--- src/hdl/i2cras_pkg.sv ---
// ----------------------------------------------------------------------------
// i2cras_pkg
// Types and codes shared by the register access sequencer and its step logic.
// ----------------------------------------------------------------------------
package i2cras_pkg;

  // request opcodes
  localparam logic [1:0] OP_WRITE = 2'd0;
  localparam logic [1:0] OP_READ  = 2'd1;
  localparam logic [1:0] OP_SENT  = 2'd2;
  localparam logic [1:0] OP_RECV  = 2'd3;

  // done status codes
  localparam logic [1:0] ST_OK   = 2'd0;
  localparam logic [1:0] ST_NACK = 2'd1;
  localparam logic [1:0] ST_LEN  = 2'd2;
  localparam logic [1:0] ST_BUSY = 2'd3;

  // read/write bit of the address byte
  localparam logic [7:0] READ_BIT = 8'h01;

  // most results that one request can cause
  localparam int RES_MAX = 4;

  typedef enum logic [3:0] {
    K_START   = 4'd0,
    K_RESTART = 4'd1,
    K_WRITE   = 4'd2,
    K_READ    = 4'd3,
    K_ACK     = 4'd4,
    K_NACK    = 4'd5,
    K_STOP    = 4'd6,
    K_DATA    = 4'd7,
    K_DONE    = 4'd8
  } kind_t;

  typedef enum logic [2:0] {
    PH_IDLE    = 3'd0,
    PH_ADDR    = 3'd1,
    PH_REG     = 3'd2,
    PH_LASTHDR = 3'd3,
    PH_DATA    = 3'd4
  } phase_t;

  typedef struct packed {
    logic [1:0] opcode;
    logic [6:0] dev_addr;
    logic [7:0] reg_addr;
    logic [7:0] write_data;
    logic [7:0] read_count;
    logic [7:0] buffer_length;
    logic       ack_received;
    logic [7:0] rx_byte;
  } item_t;

  typedef struct packed {
    kind_t      kind;
    logic [7:0] bus_byte;
    logic [7:0] byte_index;
    logic [1:0] status;
  } res_t;

  typedef struct packed {
    phase_t     phase;
    logic [6:0] slave_address;
    logic [7:0] register_address;
    logic [7:0] pending_data;
    logic       is_read;
    logic [7:0] bytes_total;
    logic [7:0] bytes_done;
  } state_t;

endpackage

--- src/hdl/i2cras_step.sv ---
// ----------------------------------------------------------------------------
// i2cras_step
// Transaction step logic: from one request and the current transaction state,
// works out the next state and the list of bus commands and reports.
// ----------------------------------------------------------------------------
module i2cras_step (
  input  i2cras_pkg::item_t                         item_i,
  input  i2cras_pkg::state_t                        st_i,
  output i2cras_pkg::state_t                        st_nxt,
  output i2cras_pkg::res_t [i2cras_pkg::RES_MAX-1:0] res_o,
  output logic [2:0]                                num_o
);
  import i2cras_pkg::*;

  logic [7:0] addr_rd;
  logic [8:0] done_inc;

  // read address byte for the current slave
  assign addr_rd  = {st_i.slave_address, 1'b0} | READ_BIT;
  assign done_inc = {1'b0, st_i.bytes_done} + 9'd1;

  // result slot helper
  function automatic res_t mk(kind_t k, logic [7:0] b, logic [7:0] idx, logic [1:0] s);
    res_t r;
    r.kind       = k;
    r.bus_byte   = b;
    r.byte_index = idx;
    r.status     = s;
    return r;
  endfunction

  // step decode
  always_comb begin
    st_nxt = st_i;
    num_o  = 3'd0;
    for (int i = 0; i < RES_MAX; i++) begin
      res_o[i] = mk(K_START, 8'd0, 8'd0, ST_OK);
    end
    unique case (item_i.opcode)
      OP_WRITE, OP_READ: begin
        if (st_i.phase != PH_IDLE) begin
          res_o[0] = mk(K_DONE, 8'd0, 8'd0, ST_BUSY);
          num_o    = 3'd1;
        end else if (item_i.opcode == OP_READ &&
                     (item_i.read_count == 8'd0 ||
                      item_i.read_count != item_i.buffer_length)) begin
          res_o[0] = mk(K_DONE, 8'd0, 8'd0, ST_LEN);
          num_o    = 3'd1;
        end else begin
          st_nxt.slave_address    = item_i.dev_addr;
          st_nxt.register_address = item_i.reg_addr;
          st_nxt.pending_data     = (item_i.opcode == OP_WRITE) ? item_i.write_data : 8'd0;
          st_nxt.is_read          = (item_i.opcode == OP_READ);
          st_nxt.bytes_total      = (item_i.opcode == OP_READ) ? item_i.read_count : 8'd0;
          st_nxt.bytes_done       = 8'd0;
          st_nxt.phase            = PH_ADDR;
          res_o[0] = mk(K_START, 8'd0, 8'd0, ST_OK);
          res_o[1] = mk(K_WRITE, {item_i.dev_addr, 1'b0}, 8'd0, ST_OK);
          num_o    = 3'd2;
        end
      end
      OP_SENT: begin
        unique case (st_i.phase)
          PH_ADDR, PH_REG: begin
            if (!item_i.ack_received) begin
              st_nxt.phase = PH_IDLE;
              res_o[0] = mk(K_STOP, 8'd0, 8'd0, ST_OK);
              res_o[1] = mk(K_DONE, 8'd0, 8'd0, ST_NACK);
              num_o    = 3'd2;
            end else if (st_i.phase == PH_ADDR) begin
              st_nxt.phase = PH_REG;
              res_o[0] = mk(K_WRITE, st_i.register_address, 8'd0, ST_OK);
              num_o    = 3'd1;
            end else if (st_i.is_read) begin
              st_nxt.phase = PH_LASTHDR;
              res_o[0] = mk(K_RESTART, 8'd0, 8'd0, ST_OK);
              res_o[1] = mk(K_WRITE, addr_rd, 8'd0, ST_OK);
              num_o    = 3'd2;
            end else begin
              st_nxt.phase = PH_LASTHDR;
              res_o[0] = mk(K_WRITE, st_i.pending_data, 8'd0, ST_OK);
              num_o    = 3'd1;
            end
          end
          PH_LASTHDR: begin
            // ack of the last header byte is not checked
            if (st_i.is_read) begin
              st_nxt.phase      = PH_DATA;
              st_nxt.bytes_done = 8'd0;
              res_o[0] = mk(K_READ, 8'd0, 8'd0, ST_OK);
              num_o    = 3'd1;
            end else begin
              st_nxt.phase = PH_IDLE;
              res_o[0] = mk(K_STOP, 8'd0, 8'd0, ST_OK);
              res_o[1] = mk(K_DONE, 8'd0, 8'd0, ST_OK);
              num_o    = 3'd2;
            end
          end
          default: begin
            // stray byte-sent event
          end
        endcase
      end
      OP_RECV: begin
        if (st_i.phase == PH_DATA) begin
          res_o[0]          = mk(K_DATA, item_i.rx_byte, st_i.bytes_done, ST_OK);
          st_nxt.bytes_done = done_inc[7:0];
          if (done_inc >= {1'b0, st_i.bytes_total}) begin
            st_nxt.phase = PH_IDLE;
            res_o[1] = mk(K_NACK, 8'd0, 8'd0, ST_OK);
            res_o[2] = mk(K_STOP, 8'd0, 8'd0, ST_OK);
            res_o[3] = mk(K_DONE, 8'd0, 8'd0, ST_OK);
            num_o    = 3'd4;
          end else begin
            res_o[1] = mk(K_ACK, 8'd0, 8'd0, ST_OK);
            res_o[2] = mk(K_READ, 8'd0, 8'd0, ST_OK);
            num_o    = 3'd3;
          end
        end
      end
      default: begin
      end
    endcase
  end

endmodule

--- src/hdl/i2c_register_access_sequencer.sv ---
// ----------------------------------------------------------------------------
// i2c_register_access_sequencer
// Sequences I2C register write and read transactions over a byte-level bus
// engine, turning host requests and engine events into bus commands.
// ----------------------------------------------------------------------------
// timing: a request is registered in item_r on acceptance, then its results
//   go to res_r and are presented one per cycle while out_stall is low
// throughput: one request per cycle while each causes at most one result and
//   out_stall is low; a request with more holds res_r until its last is taken
// reset: synchronous active-low rst_n clears the transaction state to idle
//   and empties the request and result registers
module i2c_register_access_sequencer (
  input  logic       clk,
  input  logic       rst_n,
  input  logic       in_valid,
  output logic       in_stall,
  input  logic [1:0] in_opcode,
  input  logic [6:0] in_dev_addr,
  input  logic [7:0] in_reg_addr,
  input  logic [7:0] in_write_data,
  input  logic [7:0] in_read_count,
  input  logic [7:0] in_buffer_length,
  input  logic       in_ack_received,
  input  logic [7:0] in_rx_byte,
  output logic       out_valid,
  input  logic       out_stall,
  output logic [3:0] out_kind,
  output logic [7:0] out_bus_byte,
  output logic [7:0] out_byte_index,
  output logic [1:0] out_status,
  output logic       out_last
);
  import i2cras_pkg::*;

  item_t                 item_r;
  logic                  item_v_r;
  state_t                state_r;
  state_t                st_nxt;
  res_t [RES_MAX-1:0]    res_r;
  res_t [RES_MAX-1:0]    res_nxt;
  logic [2:0]            num_r;
  logic [2:0]            num_nxt;
  logic [1:0]            ptr_r;
  logic                  in_take;
  logic                  out_take;
  logic                  last_take;
  logic                  advance;

  // handshake
  assign out_valid = (num_r != 3'd0);
  assign out_last  = out_valid && ({1'b0, ptr_r} == (num_r - 3'd1));
  assign out_take  = out_valid && !out_stall;
  assign last_take = out_take && out_last;
  assign advance   = item_v_r && (num_r == 3'd0 || last_take);
  assign in_stall  = item_v_r && !advance;
  assign in_take   = in_valid && !in_stall;

  // result fields
  assign out_kind       = res_r[ptr_r].kind;
  assign out_bus_byte   = res_r[ptr_r].bus_byte;
  assign out_byte_index = res_r[ptr_r].byte_index;
  assign out_status     = res_r[ptr_r].status;

  // step logic between request register and result buffer
  i2cras_step u_step (
    .item_i (item_r),
    .st_i   (state_r),
    .st_nxt (st_nxt),
    .res_o  (res_nxt),
    .num_o  (num_nxt)
  );

  // request payload register
  always_ff @(posedge clk) begin
    if (in_take) begin
      item_r <= '{opcode: in_opcode, dev_addr: in_dev_addr,
                  reg_addr: in_reg_addr, write_data: in_write_data,
                  read_count: in_read_count, buffer_length: in_buffer_length,
                  ack_received: in_ack_received, rx_byte: in_rx_byte};
    end
  end

  // result payload buffer
  always_ff @(posedge clk) begin
    if (advance && num_nxt != 3'd0) begin
      res_r <= res_nxt;
    end
  end

  // control and transaction state
  always_ff @(posedge clk) begin
    if (!rst_n) begin
      item_v_r <= 1'b0;
      num_r    <= 3'd0;
      ptr_r    <= 2'd0;
      state_r  <= '{phase: PH_IDLE, default: '0};
    end else begin
      if (in_take) begin
        item_v_r <= 1'b1;
      end else if (advance) begin
        item_v_r <= 1'b0;
      end
      if (advance) begin
        state_r <= st_nxt;
        num_r   <= num_nxt;
        ptr_r   <= 2'd0;
      end else if (last_take) begin
        num_r <= 3'd0;
        ptr_r <= 2'd0;
      end else if (out_take) begin
        ptr_r <= ptr_r + 2'd1;
      end
    end
  end

  // checks
  a_ptr_in_range: assert property (@(posedge clk) disable iff (!rst_n)
    out_valid |-> ({1'b0, ptr_r} < num_r))
    else $error("result pointer beyond buffer fill");

  a_num_bound: assert property (@(posedge clk) disable iff (!rst_n)
    num_r <= 3'd4)
    else $error("result buffer overfilled");

  a_busy_single: assert property (@(posedge clk) disable iff (!rst_n)
    (out_valid && out_kind == K_DONE && out_status == ST_BUSY) |-> out_last)
    else $error("busy status not sole result of its request");

  a_stall_only_full: assert property (@(posedge clk) disable iff (!rst_n)
    in_stall |-> (item_v_r && out_valid))
    else $error("request stalled with nothing pending");

endmodule

--- config.mk ---
export PLATFORM = sky130hd
export DESIGN_NAME = i2c_register_access_sequencer
export DESIGN_NICKNAME = d
export VERILOG_FILES = /design/src/hdl/i2cras_pkg.sv /design/src/hdl/i2cras_step.sv /design/src/hdl/i2c_register_access_sequencer.sv
export SDC_FILE = /design/constraint.sdc
export NUM_CORES = 1
export LEC_CHECK = 0
export ABC_AREA = 1
export BUFFER_PORTS_ARGS = -buffer_cell sky130_fd_sc_hd__buf_2
export CORE_MARGIN = 5
export CORE_UTILIZATION = 30
export CTS_BUF_LIST = sky130_fd_sc_hd__clkbuf_8
export DETAILED_ROUTE_END_ITERATION = 8
export SYNTH_ARGS = -nofsm -noshare
export SYNTH_HDL_FRONTEND = slang
export SYNTH_SLANG_ARGS = --single-unit
--- constraint.sdc ---
create_clock -name clk -period 4.7 [get_ports clk]
set_input_delay 0.235 -clock clk [delete_from_list [all_inputs] [get_ports clk]]
set_output_delay 0.235 -clock clk [all_outputs]
set_load 0.01 [all_outputs]
After elaboration in Yosys (flattened, before gate mapping) --
Index checks and enable logic that the tools add are counted.
Storage, ports and cells: register bits 186, logic and storage cells 133, input bits 54
Cells by class: bitwise logic cells 3, $lt $le $gt $ge 2, add/sub/neg operators 3, reductions and logical operators 28, eq/ne operators 16, multiplexer cells 47
Operators with widths (number):
- $mux W22 | 6
- $pmux W44 S3 | 1
- $mux W43 | 3
- $mux W20 | 5
- $mux W44 | 2
- $pmux W44 S2 | 1
- $bmux W22 S2 | 1
- $mux W8 | 5
- $mux W3 | 10
- $pmux W8 S3 | 1
- $mux W21 | 1
- $pmux W3 S3 | 2
- $pmux W3 S2 | 2
- $reduce_and A6 Y1 | 2
- $add A8 B1 Y9 const B | 1
- $ge A9 B8 Y1 | 1
- $reduce_bool A3 Y1 | 3
- $logic_and A1 B1 Y1 | 8
- $logic_not A8 Y1 | 1
- $mux W2 | 4
- $ne A8 B8 Y1 | 1
- $eq A3 B2 Y1 const B | 2
- $ne A2 B1 Y1 const B | 3
- $ne A2 B2 Y1 const B | 3
- other kinds (20) | 30

Logic depth before layout (Yosys ltp) --
word-level depth 11, gate-level depth with buffers 19, gate-level depth less buffers 19

Modules after synthesis --
Synthesis repeated with hierarchy kept, for this count alone.
Unflattened totals: cell total of the unflattened synthesis 1044, area, all modules 9437.8 um2
Modules (own cells, without submodules):
- i2c_register_access_sequencer | cells an instance 602, instances 1, area an instance 7118.1 um2, sequential area each 5124.9 um2
- i2cras_step | cells an instance 442, instances 1, area an instance 2319.7 um2, sequential area each 0.0 um2

Worst setup path before layout --
No wires, ideal clock.
path kind register to register, start point reg state_r[0] (netlist name), end point reg res_r[0] (netlist name) (enable), data required time 4093 ps, setup time 607 ps, stages on the path, launching flop included 18, period minus slack after synthesis 3262 ps, path buffers 0, data arrival time 2655 ps, path slack 1438 ps, cells stage by stage dfxtp_1 -> ha_1 -> nand2_1 -> nor2_1 -> xor2_1 -> ha_1 -> nand2_1 -> inv_1 -> nand3b_1 -> nand3_1 -> nand2_1 -> nand2_1 -> nand2_1 -> nand2_1 -> inv_1 -> nor2_1 -> nand2_1 -> nand3_1
On the way: word-level cells in the longest chain between the ends 7
RTL lines:
- start, declared | line i2c_register_access_sequencer.sv:37 | state_t state_r;
- start signal, assigned | line i2c_register_access_sequencer.sv:104 | state_r <= st_nxt;
- $add A8 B1 Y9 | line i2cras_step.sv:20 | assign done_inc = {1'b0, st_i.bytes_done} + 9'd1;
- $ge A9 B8 Y1 | line i2cras_step.sv:108 | if (done_inc >= {1'b0, st_i.bytes_total}) begin
- $mux W3 | line i2cras_step.sv:108
- $mux W3 | line i2cras_step.sv:105 | if (st_i.phase == PH_DATA) begin
- $pmux W3 S3 | line i2cras_step.sv:39 | unique case (item_i.opcode)
- net num_nxt[2] | line i2c_register_access_sequencer.sv:42 | logic [2:0] num_nxt;
- $reduce_bool A3 Y1 | line i2c_register_access_sequencer.sv:85 | if (advance && num_nxt != 3'd0) begin
- $logic_and A1 B1 Y1 | line i2c_register_access_sequencer.sv:85
- end signal, assigned | line i2c_register_access_sequencer.sv:86 | res_r <= res_nxt;
- end, declared | line i2c_register_access_sequencer.sv:39 | res_t [RES_MAX-1:0] res_r;
The timed path passes the listed nets, and every way through them passes these cells. A chain may end at the register's enable or synchronous reset.

Worst setup path after layout --
start point reg state_r[0] (netlist name), end point reg res_r[0] (netlist name) (enable)
On the way: word-level cells in the longest chain between the ends 7
RTL lines (line):
- $add A8 B1 Y9 | i2cras_step.sv:20
- $ge A9 B8 Y1 | i2cras_step.sv:108
- $mux W3 | i2cras_step.sv:108
- $mux W3 | i2cras_step.sv:105
- $pmux W3 S3 | i2cras_step.sv:39
- $reduce_bool A3 Y1 | i2c_register_access_sequencer.sv:85
- $logic_and A1 B1 Y1 | i2c_register_access_sequencer.sv:85
No other way between the ends.

==> results.txt <==
----------------------------------------------------
[Final layout]
  Register Area ... 0.003593 mm2
  Share of cells above drive strength 1 ... 0.1550
  Total Nets Final ... 852
  Area used by multi-input combinational logic ... 0.001964 mm2
  Inserted Diodes ... 0
  Fill cell total of the finished layout ... 1980
  Area growth syn-to-layout ... 24.97%

[Timing]
  Peak Freq ... 345.2 MHz
  Final Hold Viols ... 0
  Relative max-transition margin ... 0.2593
  Period Utilization, post-route ... 0.6163
  Number of max-slew violations in the final report ... 0
  Worst setup skew after layout ... 10.43 ps
  Crit path time final ... 2897 ps
  Number of failing setup endpoints in the final timing report ... 0
  Setup repair after global routing missed its margin ... false
  Worst Hold Margin ... 96.04 ps
  TNS Setup ... 0 ps
  Actual transition at the worst max-transition pin ... 1110 ps

[Critical path]
  Setup slack of the most critical reg-to-reg path ... 1800 ps
  Worst reg-to-reg path cell count ... 17
  Req. time, crit path ... 4790 ps
  Element type at the critical path end ... flip-flop
  Critical Path Start Type ... flip-flop
  Crit Path Class ... flip-flop to flip-flop
  CP Data Arrival Time ... 2990 ps
  Worst-path fanout max ... 37

[Synth]
  Top FF cell, synth ... edfxtp_1
  Distinct cell type count after synthesis ... 30
  Fraction of the yosys area taken by sequential cells ... 0.5977
  Number of synthesized flops with an enable pin ... 87
  Count of mapped cells out of synthesis ... 661
  Multiplexer share of the synthesized area ... 0
  Most area-hungry cell type in the Yosys netlist ... edfxtp_1
  Syn Nets ... 726
  Synth Area in Simple Gates ... 0.2015
  Flops & latches, synth ... 136
  Proportion of register bits with asynchronous set or reset after synthesis ... 0
  Xor and xnor area share after synthesis ... 0.007284
  Warnings, synthesis ... 0
  Main area contributors after synthesis ... edfxtp_1, dfxtp_1, nand2_1
  Synth Area in Adders ... 0.02289
  Mean instance size in the synthesized netlist ... 9.095 um2
  Area of the mapped netlist ... 0.006012 mm2
  Compound-Gate Fraction of Synth Area ... 0.09511
  Main combinational cell family by area after synthesis ... simple AND/OR/NAND/NOR gates
  Proportion of netlist area held by the largest area contributor ... 0.4345

[Route]
  Pre-Repair DR Iteration Count ... 4
  Via-to-Cell Ratio ... 4.264
  Number of design rule violations left after detail routing ... 0
  Violation count after the first detailed-route iteration ... 304
  Vias ... 4541
  Remaining number of nets flagged by the antenna check after routing ... 0
  Total Routed Length ... 13.47 mm
  Post-detailed-route wirelength per cell ... 12.65 um

[Clock network]
  TritonCTS Sinks ... 136
  Number of CTS-inserted buffers ... 17
  Number of resized instances in the post-cts repair step ... 0
  Clock insertion delay at the later pin of the skew report ... 440 ps
  Clock transition at the registers of the reported paths ... 80 ps
  Longest Clk Path Bufs ... 2
  Number of H-tree levels ... 4
  TritonCTS clock tree ... built
  Clock root cell ... clkbuf_8

[Global routing]
  Maximum number of pins on one net before global-route repair ... 51
  Number of global-route vias before repair ... 4457
  Wire length of the first global-routing pass ... 22.13 mm
  Grt total ovfl ... 0
  Number of antenna violations at the first check in global routing ... 0
  Overall fraction of global-route tracks in use ... 0.1242

[Power and ir drop]
  PD cells ... 352.4 mW/mm2
  Maximum resistive drop on vdd ... 0.2009 mV
  Static Leak ... 0.003091 uW

[Worst hold path]
  Worst min-delay path class ... primary input to flip-flop
  Hold path cells ... 3

[Floorplanning]
  Initial Util ... 0.3069
  Die Span Y ... 151.6 um
  Placeable core region ... 0.01959 mm2
  # rows ... 51
  Total Die Area ... 0.02297 mm2
  Horizontal die dimension ... 151.6 um
  Num ports ... 79

[Place]
  Hpwl dp ... 9.309 mm
  Final weighted congestion in routability-driven placement ... 0.8264
  Buffers on Ports ... 78

[Run status]
  Result of the run ... finished clean

[Flow run]
  Number of max-cap violations ... 0

----------------------------------------------------
## worst paths after layout
path,from,end
worst max-delay path,state_r[0],res_r[0]
worst min-delay path,in_valid,item_v_r
worst min register to register,state_r[37],state_r[37]
worst max register to register,state_r[0],res_r[0]
## metal layers
metal / up-vias / wire length, um / global-route usage
li1: 2416 / - / -
met1: 2022 / 6365 / 0.1603
met2: 92 / 6325 / 0.2052
met3: 11 / 613 / 0.02766
met4: 0 / 163 / 0.04492
met5: - / 0 / 0
## Yosys cell counts, types with 3 or more instances
master / instances
a21oi_1: 43
inv_1: 84
nand3_1: 47
clkbuf_1: 11
nand2_1: 154
xor2_1: 5
o21ai_0: 46
edfxtp_1: 87
o21ai_1: 5
dfxtp_1: 49
a22o_1: 9
ha_1: 11
buf_2: 7
clkinv_1: 3
nor3_1: 3
nor2_1: 77
## what timing repair did
action	4_1_cts	5_1_grt
endpoints found under the hold margin	50	0
setup endpoints to repair	0	0
setup buffers	0	0
hold buffers	50	0
## cell usage in the layout, fill, tap and decap left out
| cell type | synthesis | routed |
|---|---|---|
| a21oi_1 | 43 | 43 |
| nor4_1 | 1 | 1 |
| o21ai_1 | 5 | 5 |
| nand3_1 | 47 | 47 |
| ha_1 | 11 | 11 |
| xor2_1 | 5 | 5 |
| buf_2 | 7 | 78 |
| nand2_4 | 1 | 1 |
| clkinv_4 | 0 | 2 |
| clkinv_2 | 0 | 5 |
| clkbuf_8 | 0 | 17 |
| nand4_1 | 1 | 1 |
| nor2_2 | 2 | 2 |
| inv_4 | 1 | 1 |
| nand3_4 | 1 | 1 |
| nand2_2 | 2 | 2 |
| nor2_1 | 77 | 77 |
| o21ai_0 | 46 | 46 |
| edfxtp_1 | 87 | 87 |
| nand3_2 | 2 | 2 |
| dlygate4sd3_1 | 0 | 50 |
| inv_1 | 84 | 83 |
| inv_6 | 0 | 3 |
| dfxtp_1 | 49 | 49 |
| bufinv_16 | 0 | 2 |
| inv_2 | 2 | 3 |
| buf_4 | 2 | 1 |
| a31oi_1 | 1 | 1 |
| a21oi_4 | 1 | 1 |
| nand2_1 | 154 | 154 |
| clkinvlp_4 | 0 | 3 |
| nand3b_1 | 1 | 1 |
| clkinv_1 | 3 | 3 |
| a22o_1 | 9 | 9 |
| nor3_1 | 3 | 3 |
## layout make-up
| cell class | instances | area share |
|---|---|---|
| Clock inverter | 15 | 0.02015 |
| Inverter | 90 | 0.04530 |
| Tap cell | 265 | 0.04413 |
| Sequential cell | 136 | 0.4783 |
| Timing Repair Buffer | 129 | 0.1196 |
| Multi-Input combinational cell | 413 | 0.2614 |
| Clock buffer | 17 | 0.03114 |
## worst max-delay path: stages, from the launching register on
cell and delay, ps:
dfxtp_1 390, ha_1 200, nand2_1 60, nor2_1 150
xor2_1 230, ha_1 290, nand2_1 70, inv_1 40
nand3b_1 70, nand3_1 60, nand2_1 60, nand2_1 40
nand2_1 70, nand3_1 100, nand3_1 110, nand2_1 80
nand3_1 100, buf_4 400
## report_power, final
group	internal, uW	leakage, uW	switching (uW)
clock network	471	0.000192	464
registers	1350	0.00124	32.3
logic	127	0.00166	200
## logic make-up (layout without fill, tap and decap cells)
group,after synthesis,after routing
simple gates,292,292
flops,136,136
buf+inv,112,251
compound gates,105,105
fa+ha+maj,11,11
xor+xnor,5,5
## stage by stage
| step | util | instances | total power [uW] | area, um2 | setup slack, ps |
|---|---|---|---|---|---|
| finish | 0.3835 | 1065 | 2648 | 7513 | 1803 |
| global placement | 0.3383 | 983 | 1706 | 6628 | 1907 |
| global route | 0.3835 | 1065 | 2781 | 7513 | 1434 |
| floorplan | - | 661 | 1610 | 6012 | 1438 |
| detailed placement | 0.3383 | 983 | 1712 | 6628 | 1808 |
| CTS | 0.3835 | 1065 | 2675 | 7513 | 1785 |
## flip-flops by register name (all words and copies together) (netlist names)
| name | cells |
|---|---|
| item_r | 50 |
| item_v_r | 1 |
| num_r | 3 |
| ptr_r | 2 |
| res_r | 37 |
| state_r | 43 |
(Power assumes the default switching activity.)
